## src/hw/rtl/qcos_pkg.sv

```systemverilog
// Shared widths, constants and types for the quad corner cosine score block.
`timescale 1ns / 1ps
`default_nettype none
package qcos_pkg;
   localparam int COORD_BITS        = 24;
   localparam int FRAC_BITS         = 15;
   localparam int NUM_CORNERS       = 4;
   localparam int NUM_FIELDS        = 3 * NUM_CORNERS;
   localparam int REQ_DATA_BITS     = ((NUM_FIELDS * COORD_BITS + 7) / 8) * 8;
   localparam int EDGE_BITS         = COORD_BITS + 1;
   localparam int HALF_BITS         = EDGE_BITS;
   localparam int LEN_BITS          = 2 * EDGE_BITS;
   localparam int PROD_BITS         = 2 * LEN_BITS;
   localparam int REF_BITS          = PROD_BITS + 2 * FRAC_BITS;
   localparam int CAND_BITS         = REF_BITS + 2;
   localparam int SP_BITS           = PROD_BITS + FRAC_BITS + 1;
   localparam int SCORE_BITS        = FRAC_BITS + 1;
   localparam int STEPS             = FRAC_BITS + 1;
   localparam int LANE_STAGES       = 4 + STEPS;
   localparam int NUM_STAGES        = LANE_STAGES + 3;
   localparam int SCORE_FIELD_BITS  = 16;
   localparam int THRESH_BITS       = 16;
   localparam int RSP_USER_BITS     = 2;
   localparam logic [THRESH_BITS-1:0] THRESH_RESET = 16'd23170;

   typedef logic signed [EDGE_BITS-1:0] edge_type;

   typedef struct packed {
      edge_type x;
      edge_type y;
      edge_type z;
   } vec_type;
endpackage
`default_nettype wire

```

## src/hw/rtl/qcos_merge.sv

```systemverilog
// Merge stage: largest corner score, degenerate override, threshold compare.
`timescale 1ns / 1ps
`default_nettype none
module qcos_merge
   import qcos_pkg::*;
(
   input  wire logic                        clock,
   input  wire logic                        en,
   input  wire logic [SCORE_BITS-1:0]       score [NUM_CORNERS],
   input  wire logic [NUM_CORNERS-1:0]      degen,
   input  wire logic [THRESH_BITS-1:0]      threshold,
   output logic [SCORE_FIELD_BITS-1:0]      max_abs_cosine,
   output logic                             accepted,
   output logic                             degenerate
);
   logic [SCORE_BITS-1:0]                  m01, m23, best, sel;
   logic [SCORE_BITS+SCORE_FIELD_BITS-1:0] wide;
   logic [SCORE_FIELD_BITS-1:0]            field;
   logic [SCORE_FIELD_BITS-1:0]            score_ff;
   logic                                   acc_ff, degen_ff;

   assign m01   = (score[0] > score[1]) ? score[0] : score[1];
   assign m23   = (score[2] > score[3]) ? score[2] : score[3];
   assign best  = (m01 > m23) ? m01 : m23;
   assign sel   = (|degen) ? (SCORE_BITS'(1) << FRAC_BITS) : best;
   assign wide  = {{SCORE_FIELD_BITS{1'b0}}, sel};
   assign field = wide[SCORE_FIELD_BITS-1:0];

   always_ff @(posedge clock) begin
      if (en) begin
         score_ff <= field;
         acc_ff   <= field < threshold;
         degen_ff <= |degen;
      end
   end

   assign max_abs_cosine = score_ff;
   assign accepted       = acc_ff;
   assign degenerate     = degen_ff;
endmodule
`default_nettype wire

```

## config.mk

```make
export PLATFORM = sky130hd
export DESIGN_NAME = qcos_merge
export DESIGN_NICKNAME = d
export VERILOG_FILES = /design/src/hw/rtl/qcos_pkg.sv /design/src/hw/rtl/qcos_merge.sv
export SDC_FILE = /design/constraint.sdc
export NUM_CORES = 1
export LEC_CHECK = 0
export CORE_MARGIN = 5
export CORE_UTILIZATION = 66
export CTS_CLUSTER_DIAMETER = 30
export CTS_CLUSTER_SIZE = 28
export DETAILED_ROUTE_END_ITERATION = 10
export DONT_BUFFER_PORTS = 1
export GPL_ROUTABILITY_DRIVEN = 1
export GPL_TIMING_DRIVEN = 0
export PLACE_DENSITY = 0.94
export SLEW_MARGIN = 5
export SYNTH_ARGS = -nofsm -noshare
export SYNTH_HDL_FRONTEND = slang
export SYNTH_SLANG_ARGS = --single-unit
```

## constraint.sdc

```tcl
create_clock -name clock -period 5.25 [get_ports clock]
set_input_delay 0 -clock clock [delete_from_list [all_inputs] [get_ports clock]]
set_output_delay 0 -clock clock [all_outputs]
set_load 0.005 [all_outputs]
```

==> results of run 1 <==
[critical path, cell delays in order]
cell      delay [ns]
inv_1           0.02
ha_1            0.32
and4_1          0.25
nand3_2         0.13
a211o_1         0.33
o211a_1         0.13
or2_1           0.24
buf_6           0.14
buf_12          0.14
mux2_4          0.32
ha_1            0.33
nor2b_1         0.14
o211ai_1        0.15
a21oi_1         0.09
o31a_1          0.32
nor2_1          0.21
buf_4           0.19
nand2_1         0.06
o211a_1         0.16
ha_1            0.32
a41oi_1         0.25
o21ai_0         0.16
a221o_1         0.37
a31oi_2         0.20
nand3_1         0.10
o21ai_0         0.14
[stage by stage]
| step | hold WS (ns) | setup TNS [ns] | power, mW |
|---|---|---|---|
| after floorplan | 0.112 | 0 | 0.378 |
| final | 0.0152 | 0 | 0.561 |
| after CTS | 0.0247 | 0 | 0.533 |
| after global routing | 0.0134 | -0.106 | 0.596 |
| after global placement | 0.114 | 0 | 0.422 |
| after detailed placement | 0.114 | 0 | 0.436 |
[area by class of cell]
cell class	instances	area [sq um]	area share, %
Buffer	7	67.6	2.25
Clock buffer	3	41.3	1.37
Clock inverter	1	3.75	0.125
Inverter	52	195	6.49
Multi-Input combinational cell	237	2060	68.4
Sequential cell	18	541	18.0
Tap cell	50	62.6	2.08
Timing Repair Buffer	5	40.0	1.33
[registers in the layout, summed over array words and instances, names as in the netlist]
signal / flops
accepted: 1
max_abs_cosine: 16
degenerate: 1
[placed cells by master, fill, tap and decap left out, drive strengths merged, types with 2 or more instances in the layout]
master   n
a211oi   7
a21o     6
a21oi   15
a31oi    2
and2     3
buf      9
clkbuf   4
edfxtp  18
ha      63
inv     52
mux2    15
mux2i   15
nand2   25
nand3    5
nand4   15
nor2     5
nor2b    2
nor3     3
nor3b    2
nor4     4
o211a   15
o211ai   5
o21ai   12
or2      2
or3      2
[cells by family (layout without fill, tap and decap cells)]
family / after synthesis / after routing / synth area share [%]
muxes: 30 / 30 / 12.3
and+or+nand+nor: 72 / 72 / 13.5
AOI/OAI and AO/OA: 72 / 72 / 18.4
adders and majority gates: 63 / 63 / 27.8
buffers and inverters: 59 / 68 / 9.00
DFF: 18 / 18 / 19.1
[report_power, final]
group / internal (mW) / switching (mW) / total [mW]
logic: 0.131 / 0.159 / 0.290
clock network: 0.0519 / 0.0438 / 0.0957
registers: 0.170 / 0.00590 / 0.176
total: 0.352 / 0.209 / 0.561
[repair_timing]
action | CTS | global route
gates resized for setup | 0 | 8
buffers inserted | 0 | 4
endpoints found under the hold margin | 18 | 0
endpoints found under the setup margin | 0 | 1
hold buffers | 1 | 0
[worst max-delay path by stage]
| stage | startpoint | to | slack, ns | depth (start not counted) |
|---|---|---|---|---|
| 2_1_floorplan | score[46] | accepted$_DFFE_PP_ | 0.56 | 26 |
| 3_3_place_gp | score[40] | accepted$_DFFE_PP_ | 0.13 | 26 |
| 3_5_place_dp | score[40] | accepted$_DFFE_PP_ | 0.04 | 26 |
| 4_1_cts | score[40] | accepted$_DFFE_PP_ | 0.23 | 26 |
| 5_1_grt | score[46] | accepted$_DFFE_PP_ | -0.11 | 26 |
| 6_report | score[46] | accepted$_DFFE_PP_ | 0.13 | 26 |
[routing by layer]
layer  wire length, um  up-vias  global-route usage [%]
met5                 0        -                       0
met4               190        0                    6.02
met3               972       24                    6.46
met2              3720      155                    44.2
met1              2600     1171                    28.8
li1                  -     1188                       -
==> results.yml, run 1 <==
status:
  status: "complete, no violations"
clock_network:
  cts.sinks: 18
  clockRootBuffer: "clkbuf_8"
  numCtsBuffers: 3
  cts_tree: "built"
  htree_levels: 1
  clkTransAtPathRegs_ns: 0.06
  clockBufferDepth: 2
die:
  core-area_sq_mm: 0.00409
  dieWidth_um: 75.5
  ios: 104
  die_y_um: 75.5
  dieArea_sq_mm: 0.00571
  start_util_pct: 69.4
  fp-row-count: 23
yosys:
  synth-async-reset-ratio_pct: 0
  yosysMostFrequentCell: "ha_1"
  synth_top_area_share_pct: 27.8
  synth_top_cell_by_area: "ha_1"
  syn_area_sq_mm: 0.00284
  synthesis.nets: 463
  synth_ff_type: "edfxtp_1"
  seq_area_frac_synth_pct: 19.1
  synthCells: 314
  synth-edff-count: 18
  synth_cell_types: 47
  synth-seq-cells: 18
  yosysWarnings: 0
  syn_area_per_cell_sq_um: 9.03
  ys_top_cells_by_area: "ha_1 28%, edfxtp_1 19%, inv_1 6.9%, mux2i_1 5.3%, o211a_1 5.3%"
  synth_commonest_cells: "63 x ha_1, 52 x inv_1, 25 x nand2_1, 18 x edfxtp_1"
drt:
  drtAntennaViolNets: 0
  wl_mm: 7.48
  drt_pass1_iterations: 5
  drc_errors: 0
  drt_iter0_drc: 144
  vias: 2538
  wl_per_cell_um: 20.1
  via_per_inst: 6.80
sta:
  fmax_mhz: 195
  period_needed_ns: 5.12
  period_share_pct: 97.6
  setup_viol: 0
  worst_slack_ns: 0.125
  worstMarginPinSlew_ns: 0.858
  relSlewSlack_pct: 42.6
  hold_violations: 0
  drv_slew: 0
worst_hold_path:
  hold_class: "primary input to register"
  hold_end: "degenerate$_DFFE_PP_"
  hold_path.startpoint: "degen[2]"
  whs_path_depth: 2
global_route:
  grt_usage_pct: 24.5
  grt_pass1_wl_mm: 10.8
  grt_max_degree: 19
  grt_pass1_vias: 2382
  grt_antenna_before_repair: 0
  grt_overflow: 0
final_layout:
  finalNonFillerCells: 373
  area_growth_pct: 6.13
  fin_util_pct: 73.6
  fin_area_sq_mm: 0.00301
  insertedDiodeCount: 0
  fin_nets: 473
  num-fill-cells: 305
  drive_gt1_share_pct: 12.4
place:
  gp_congestion: 0.950
  placed_area_sq_mm: 0.00290
  post-place-ws_ns: 0.0449
  placed_cells: 364
  numPortBuffers: 0
  hpwl_mm: 6.18
power:
  p_leak_nw: 1.65
  power_density_mw_per_mm2: 187
  vdd_ir_drop_max_uv: 89.7
setup_path:
  worstSetupStartpointType: "primary input"
  cp_data_required_time_ns: 5.35
  worstPathMaxFanout: 10
  endpoint_kind: "register"
  crit_type: "primary input to register"
  cp.arrival_ns: 5.23
flow_run:
  drv_cap: 0
(Power assumes the default switching activity.)
==> inputs of run 2 (changes only) <==
--- a/config.mk
+++ b/config.mk
@@ -5,6 +5,7 @@
 export SDC_FILE = /design/constraint.sdc
 export NUM_CORES = 1
 export LEC_CHECK = 0
+export CORE_ASPECT_RATIO = 0.6
 export CORE_MARGIN = 5
 export CORE_UTILIZATION = 66
 export CTS_CLUSTER_DIAMETER = 30
@@ -14,7 +15,7 @@
 export GPL_ROUTABILITY_DRIVEN = 1
 export GPL_TIMING_DRIVEN = 0
 export PLACE_DENSITY = 0.94
-export SLEW_MARGIN = 5
+export SLEW_MARGIN = 10
 export SYNTH_ARGS = -nofsm -noshare
 export SYNTH_HDL_FRONTEND = slang
 export SYNTH_SLANG_ARGS = --single-unit
==> run 2 against run 1 <==
  * Routed wire length grew 5.1%
  * Critical path depth increased by 1
  * Hold slack got worse by 0.0087 ns
  * First-iteration DRC count is 19% higher
  * Non-clock buffer count fell by 3
  * Cell area up 0.42%
  * Global-route usage is 1.3 points higher
  * Utilization fell by 0.32 points
  * Die area rose by 0.76%
  * Largest cell class unchanged
==> results.yml, run 2 (synthesis results as in run 1) <==
final_layout:
  largest_reg_flops: 16
  insertedDiodeCount: 0
  num-fill-cells: 318
  drive_gt1_share_pct: 12.5
  mostFrequentLayoutCells: "63 x ha_1, 52 x inv_1, 25 x nand2_1"
  area_growth_pct: 6.58
  multi_input_area_sq_mm: 0.00208
  final_common_cell: "ha_1"
  fin_nets: 470
  finalNonFillerCells: 380
  fin_area_sq_mm: 0.00302
  register_area_sq_um: 541
clock_network:
  cts.sinks: 18
  clkTransAtPathRegs_ns: 0.07
  numCtsBuffers: 3
  cts_tree: "built"
  post_cts_buffers: 0
  clockRootBuffer: "clkbuf_8"
  htree_levels: 1
  clockBufferDepth: 2
global_route:
  grt_max_degree: 19
  grt_use_met1_pct: 34.7
  use_met3_pct: 7.93
  grt_pass1_vias: 2413
  grt.busiest_layer: "met2"
  grtUsageMet2_pct: 41.7
  grt_usage_pct: 25.8
  grt_antenna_before_repair: 0
  grt_overflow: 0
  grt_pass1_wl_mm: 11.4
die:
  core-area_sq_mm: 0.00412
  dieArea_sq_mm: 0.00575
  start_util_pct: 68.8
  ios: 104
  dieWidth_um: 94.6
  fp-row-count: 18
  die_y_um: 60.8
sta:
  finalSetupTns_ns: 0
  drv_slew: 0
  hold_violations: 0
  fmax_mhz: 196
  worstMarginPinSlew_ns: 0.873
  period_needed_ns: 5.11
  setup_viol: 0
  relSlewSlack_pct: 41.6
  period_share_pct: 97.4
setup_path:
  crit_type: "primary input to register"
  worstSetupStartpointType: "primary input"
  worst_path_most_repeated_cell: "ha_1"
  cp_data_required_time_ns: 5.37
  crit_family: "compound AO/OA/AOI/OAI gates"
  cp.arrival_ns: 5.23
  worstPathMaxFanout: 10
  cpPeakStageDelay_ns: 0.40
  endpoint_kind: "register"
  crit_path_top_delay_cell: "nor4_2"
  worstSetupStartpoint: "score[46]"
  path_buf_inv: 4
place:
  gp_congestion: 0.827
  placed_area_sq_mm: 0.00291
  hpwl_mm: 6.50
  numPortBuffers: 0
  placed_cells: 374
power:
  internal_power_uw: 342
  power_density_mw_per_mm2: 185
  vdd_ir_drop_max_uv: 116
  total_power_uw: 560
  p_comb_share_pct: 50.7
  netSwitchingFraction_pct: 38.8
  p_clk_share_pct: 18.0
  p_leak_nw: 1.63
  switching_power_uw: 217
  p_seq_share_pct: 31.3
flow_run:
  drv_cap: 0
drt:
  drt_iter0_drc: 172
  wl_mm: 7.86
  drtAntennaViolNets: 0
  wl_per_cell_um: 20.7
  drt_pass1_iterations: 4
  via_per_inst: 6.58
  vias: 2501
  drc_errors: 0
status:
  status: "complete, no violations"
worst_hold_path:
  hold_class: "primary input to register"
  hold_path.startpoint: "threshold[0]"
## run 2: power by group through the flow
stage | logic, mW | clock network [mW] | registers (mW)
global route | 0.311 | 0.113 | 0.176
global placement | 0.246 | 0 | 0.179
finish | 0.283 | 0.101 | 0.175
CTS | 0.264 | 0.101 | 0.176
floorplan | 0.202 | 0 | 0.176
detailed placement | 0.259 | 0 | 0.179
## run 2: final cells by class
class                   count  area share, %
multi-input cells         237           68.9
clock buffers               3           1.37
plain buffers               7           2.15
flip-flops and latches     18           17.9
clock inverters             1          0.124
inverters                  52           6.46
repair buffers              2          0.663
well taps                  60           2.48
## run 2: stage by stage
step | util, % | worst slack, ns | hold slack [ns]
2_1_floorplan | - | 0.561 | 0.112
4_1_cts | 71.9 | 0.111 | 0.0236
6_report | 73.3 | 0.137 | 0.00648
3_5_place_dp | 70.6 | -0.113 | 0.114
3_3_place_gp | 70.6 | 0.0682 | 0.114
5_1_grt | 73.3 | -0.0996 | 0.00299
## run 2: worst paths after layout
check	to	slack, ns	cells after the start
worst max-delay path	accepted$_DFFE_PP_	0.14	27
worst min-delay path	accepted$_DFFE_PP_	0.006	2
## run 2: repair_timing
item,CTS,global route
hold buffers,1,1
endpoints found under the hold margin,18,1
resized for setup,0,12
setup endpoints to repair,0,1
## run 2: routing by layer
layer / part of all wire (%) / wire length [um]
met4: 1.1 / 90
met2: 44 / 3450
met1: 41 / 3230
met3: 14 / 1090
met5: 0 / 0
==> inputs of run 3 (changes only) <==
--- a/config.mk
+++ b/config.mk
@@ -13,7 +13,6 @@
 export DETAILED_ROUTE_END_ITERATION = 10
 export DONT_BUFFER_PORTS = 1
 export GPL_ROUTABILITY_DRIVEN = 1
-export GPL_TIMING_DRIVEN = 0
 export PLACE_DENSITY = 0.94
 export SLEW_MARGIN = 10
 export SYNTH_ARGS = -nofsm -noshare
==> run 3 against run 2 <==
  * Non-clock buffer count shrank 1
  * Combinational power shrank 4%
  * Via count grew 0.20%
  * Critical endpoint unchanged
==> results.yml, run 3 (synthesis results as in run 1) <==
clock_network:
  clkTransAtPathRegs_ns: 0.07
  htree_levels: 1
  cts_tree: "built"
  clockRootBuffer: "clkbuf_8"
  numCtsBuffers: 3
  cts.sinks: 18
  clockBufferDepth: 2
  post_cts_buffers: 0
sta:
  hold_violations: 0
  finalSetupTns_ns: 0
  drv_slew: 0
  setup_viol: 0
  period_needed_ns: 5.05
  worstMarginPinSlew_ns: 0.852
  period_share_pct: 96.1
  relSlewSlack_pct: 43.0
  fmax_mhz: 198
setup_path:
  worst_path_most_repeated_cell: "ha_1"
  worstSetupStartpointType: "primary input"
  worstSetupStartpoint: "score[46]"
  crit_type: "primary input to register"
  crit_path_top_delay_cell: "a221o_1"
  endpoint_kind: "register"
  cp.arrival_ns: 5.15
  cpPeakStageDelay_ns: 0.36
  cp_data_required_time_ns: 5.35
  worstPathMaxFanout: 11
drt:
  via_per_inst: 6.61
  route.top_layer_used: "met4"
  met2RoutedLength_mm: 3.34
  vias: 2506
  wl_met1_mm: 3.23
  wl_mm: 7.76
  drt_pass1_iterations: 5
  drt_iter0_drc: 242
  drtAntennaViolNets: 0
  drc_errors: 0
  wl_per_cell_um: 20.5
  dr_wl_met3_mm: 1.09
place:
  placed_cells: 373
  hpwl_mm: 6.55
  gp_congestion: 0.931
  numPortBuffers: 0
die:
  start_util_pct: 68.8
  fp-row-count: 18
  die_y_um: 60.8
  dieArea_sq_mm: 0.00575
  dieWidth_um: 94.6
  ios: 104
  core-area_sq_mm: 0.00412
final_layout:
  final_common_cell: "ha_1"
  drive_gt1_share_pct: 12.5
  largest_reg_flops: 16
  fin_util_pct: 72.6
  finalNonFillerCells: 379
  fin_nets: 469
  insertedDiodeCount: 0
  mostFrequentLayoutCells: "63 x ha_1, 52 x inv_1, 25 x nand2_1"
  num-fill-cells: 310
  area_growth_pct: 5.56
worst_hold_path:
  hold_class: "primary input to register"
  whs_path_depth: 2
  hold_path.startpoint: "threshold[0]"
  hold_end: "accepted$_DFFE_PP_"
global_route:
  grt_overflow: 0
  grt_usage_pct: 25.7
  grt_pass1_wl_mm: 11.5
  grt_pass1_vias: 2428
  grt_max_degree: 23
  grt_antenna_before_repair: 0
power:
  power_density_mw_per_mm2: 183
  p_leak_nw: 1.62
  vdd_ir_drop_max_uv: 120
flow_run:
  drv_cap: 0
status:
  status: "complete, no violations"
[run 3: changes by cell type in the layout (fill, tap and decap cells not counted), sizes merged]
cell,delta
clkbuf,-1
buf,+2
dlygate4sd1,-1
dlygate4sd3,-1
[run 3: metrics by stage]
step	setup slack, ns	hold slack, ns	area, sq um	total power, mW
CTS	0.0219	0.0200	2960	0.530
floorplan	0.561	0.112	2840	0.378
finish	0.204	0.0157	2990	0.547
detailed placement	-0.211	0.114	2900	0.431
global route	-0.00218	0.0127	2990	0.580
global placement	0.162	0.114	2900	0.420
[run 3: worst max path at each step]
stage	to	slack [ns]
after global placement	accepted$_DFFE_PP_	0.16
after CTS	accepted$_DFFE_PP_	0.02
final	accepted$_DFFE_PP_	0.20
after global routing	accepted$_DFFE_PP_	-0.002
after floorplan	accepted$_DFFE_PP_	0.56
after detailed placement	accepted$_DFFE_PP_	-0.21
[run 3: report_power, final]
part / internal (mW) / switching (mW)
Sequential: 0.170 / 0.00601
Clock: 0.0520 / 0.0470
Combinational: 0.117 / 0.155
Total: 0.339 / 0.208
[run 3: critical path: cells and delay by family]
kind | cells | cell delay (ns)
AO/OA/AOI/OAI | 11 | 2.27
AND/OR/NAND/NOR | 7 | 1.18
adder cells (fa/ha/maj) | 3 | 0.96
buffers and inverters | 3 | 0.41
multiplexers | 1 | 0.32
[run 3: layout make-up]
type                       instances  area, sq um  area share, %
multi-input combinational        237         2070           69.3
sequential                        18          541           18.1
inverter                          52          195           6.52
tap                               60         75.1           2.51
timing repair buffer               8         63.8           2.13
clock buffer                       3         41.3           1.38
clock inverter                     1         3.75          0.125
[run 3: repair_timing]
item,in CTS,in global routing
endpoints found under the setup margin,0,1
resized for setup,0,6
hold buffers,1,0
hold endpoints to repair,18,0
[run 3: per-layer routing]
metal | up-vias | global-route usage (%)
met1 | 1164 | 35.0
met4 | 0 | 3.90
met2 | 149 | 41.4
met3 | 12 | 8.05
li1 | 1181 | -
met5 | - | 0
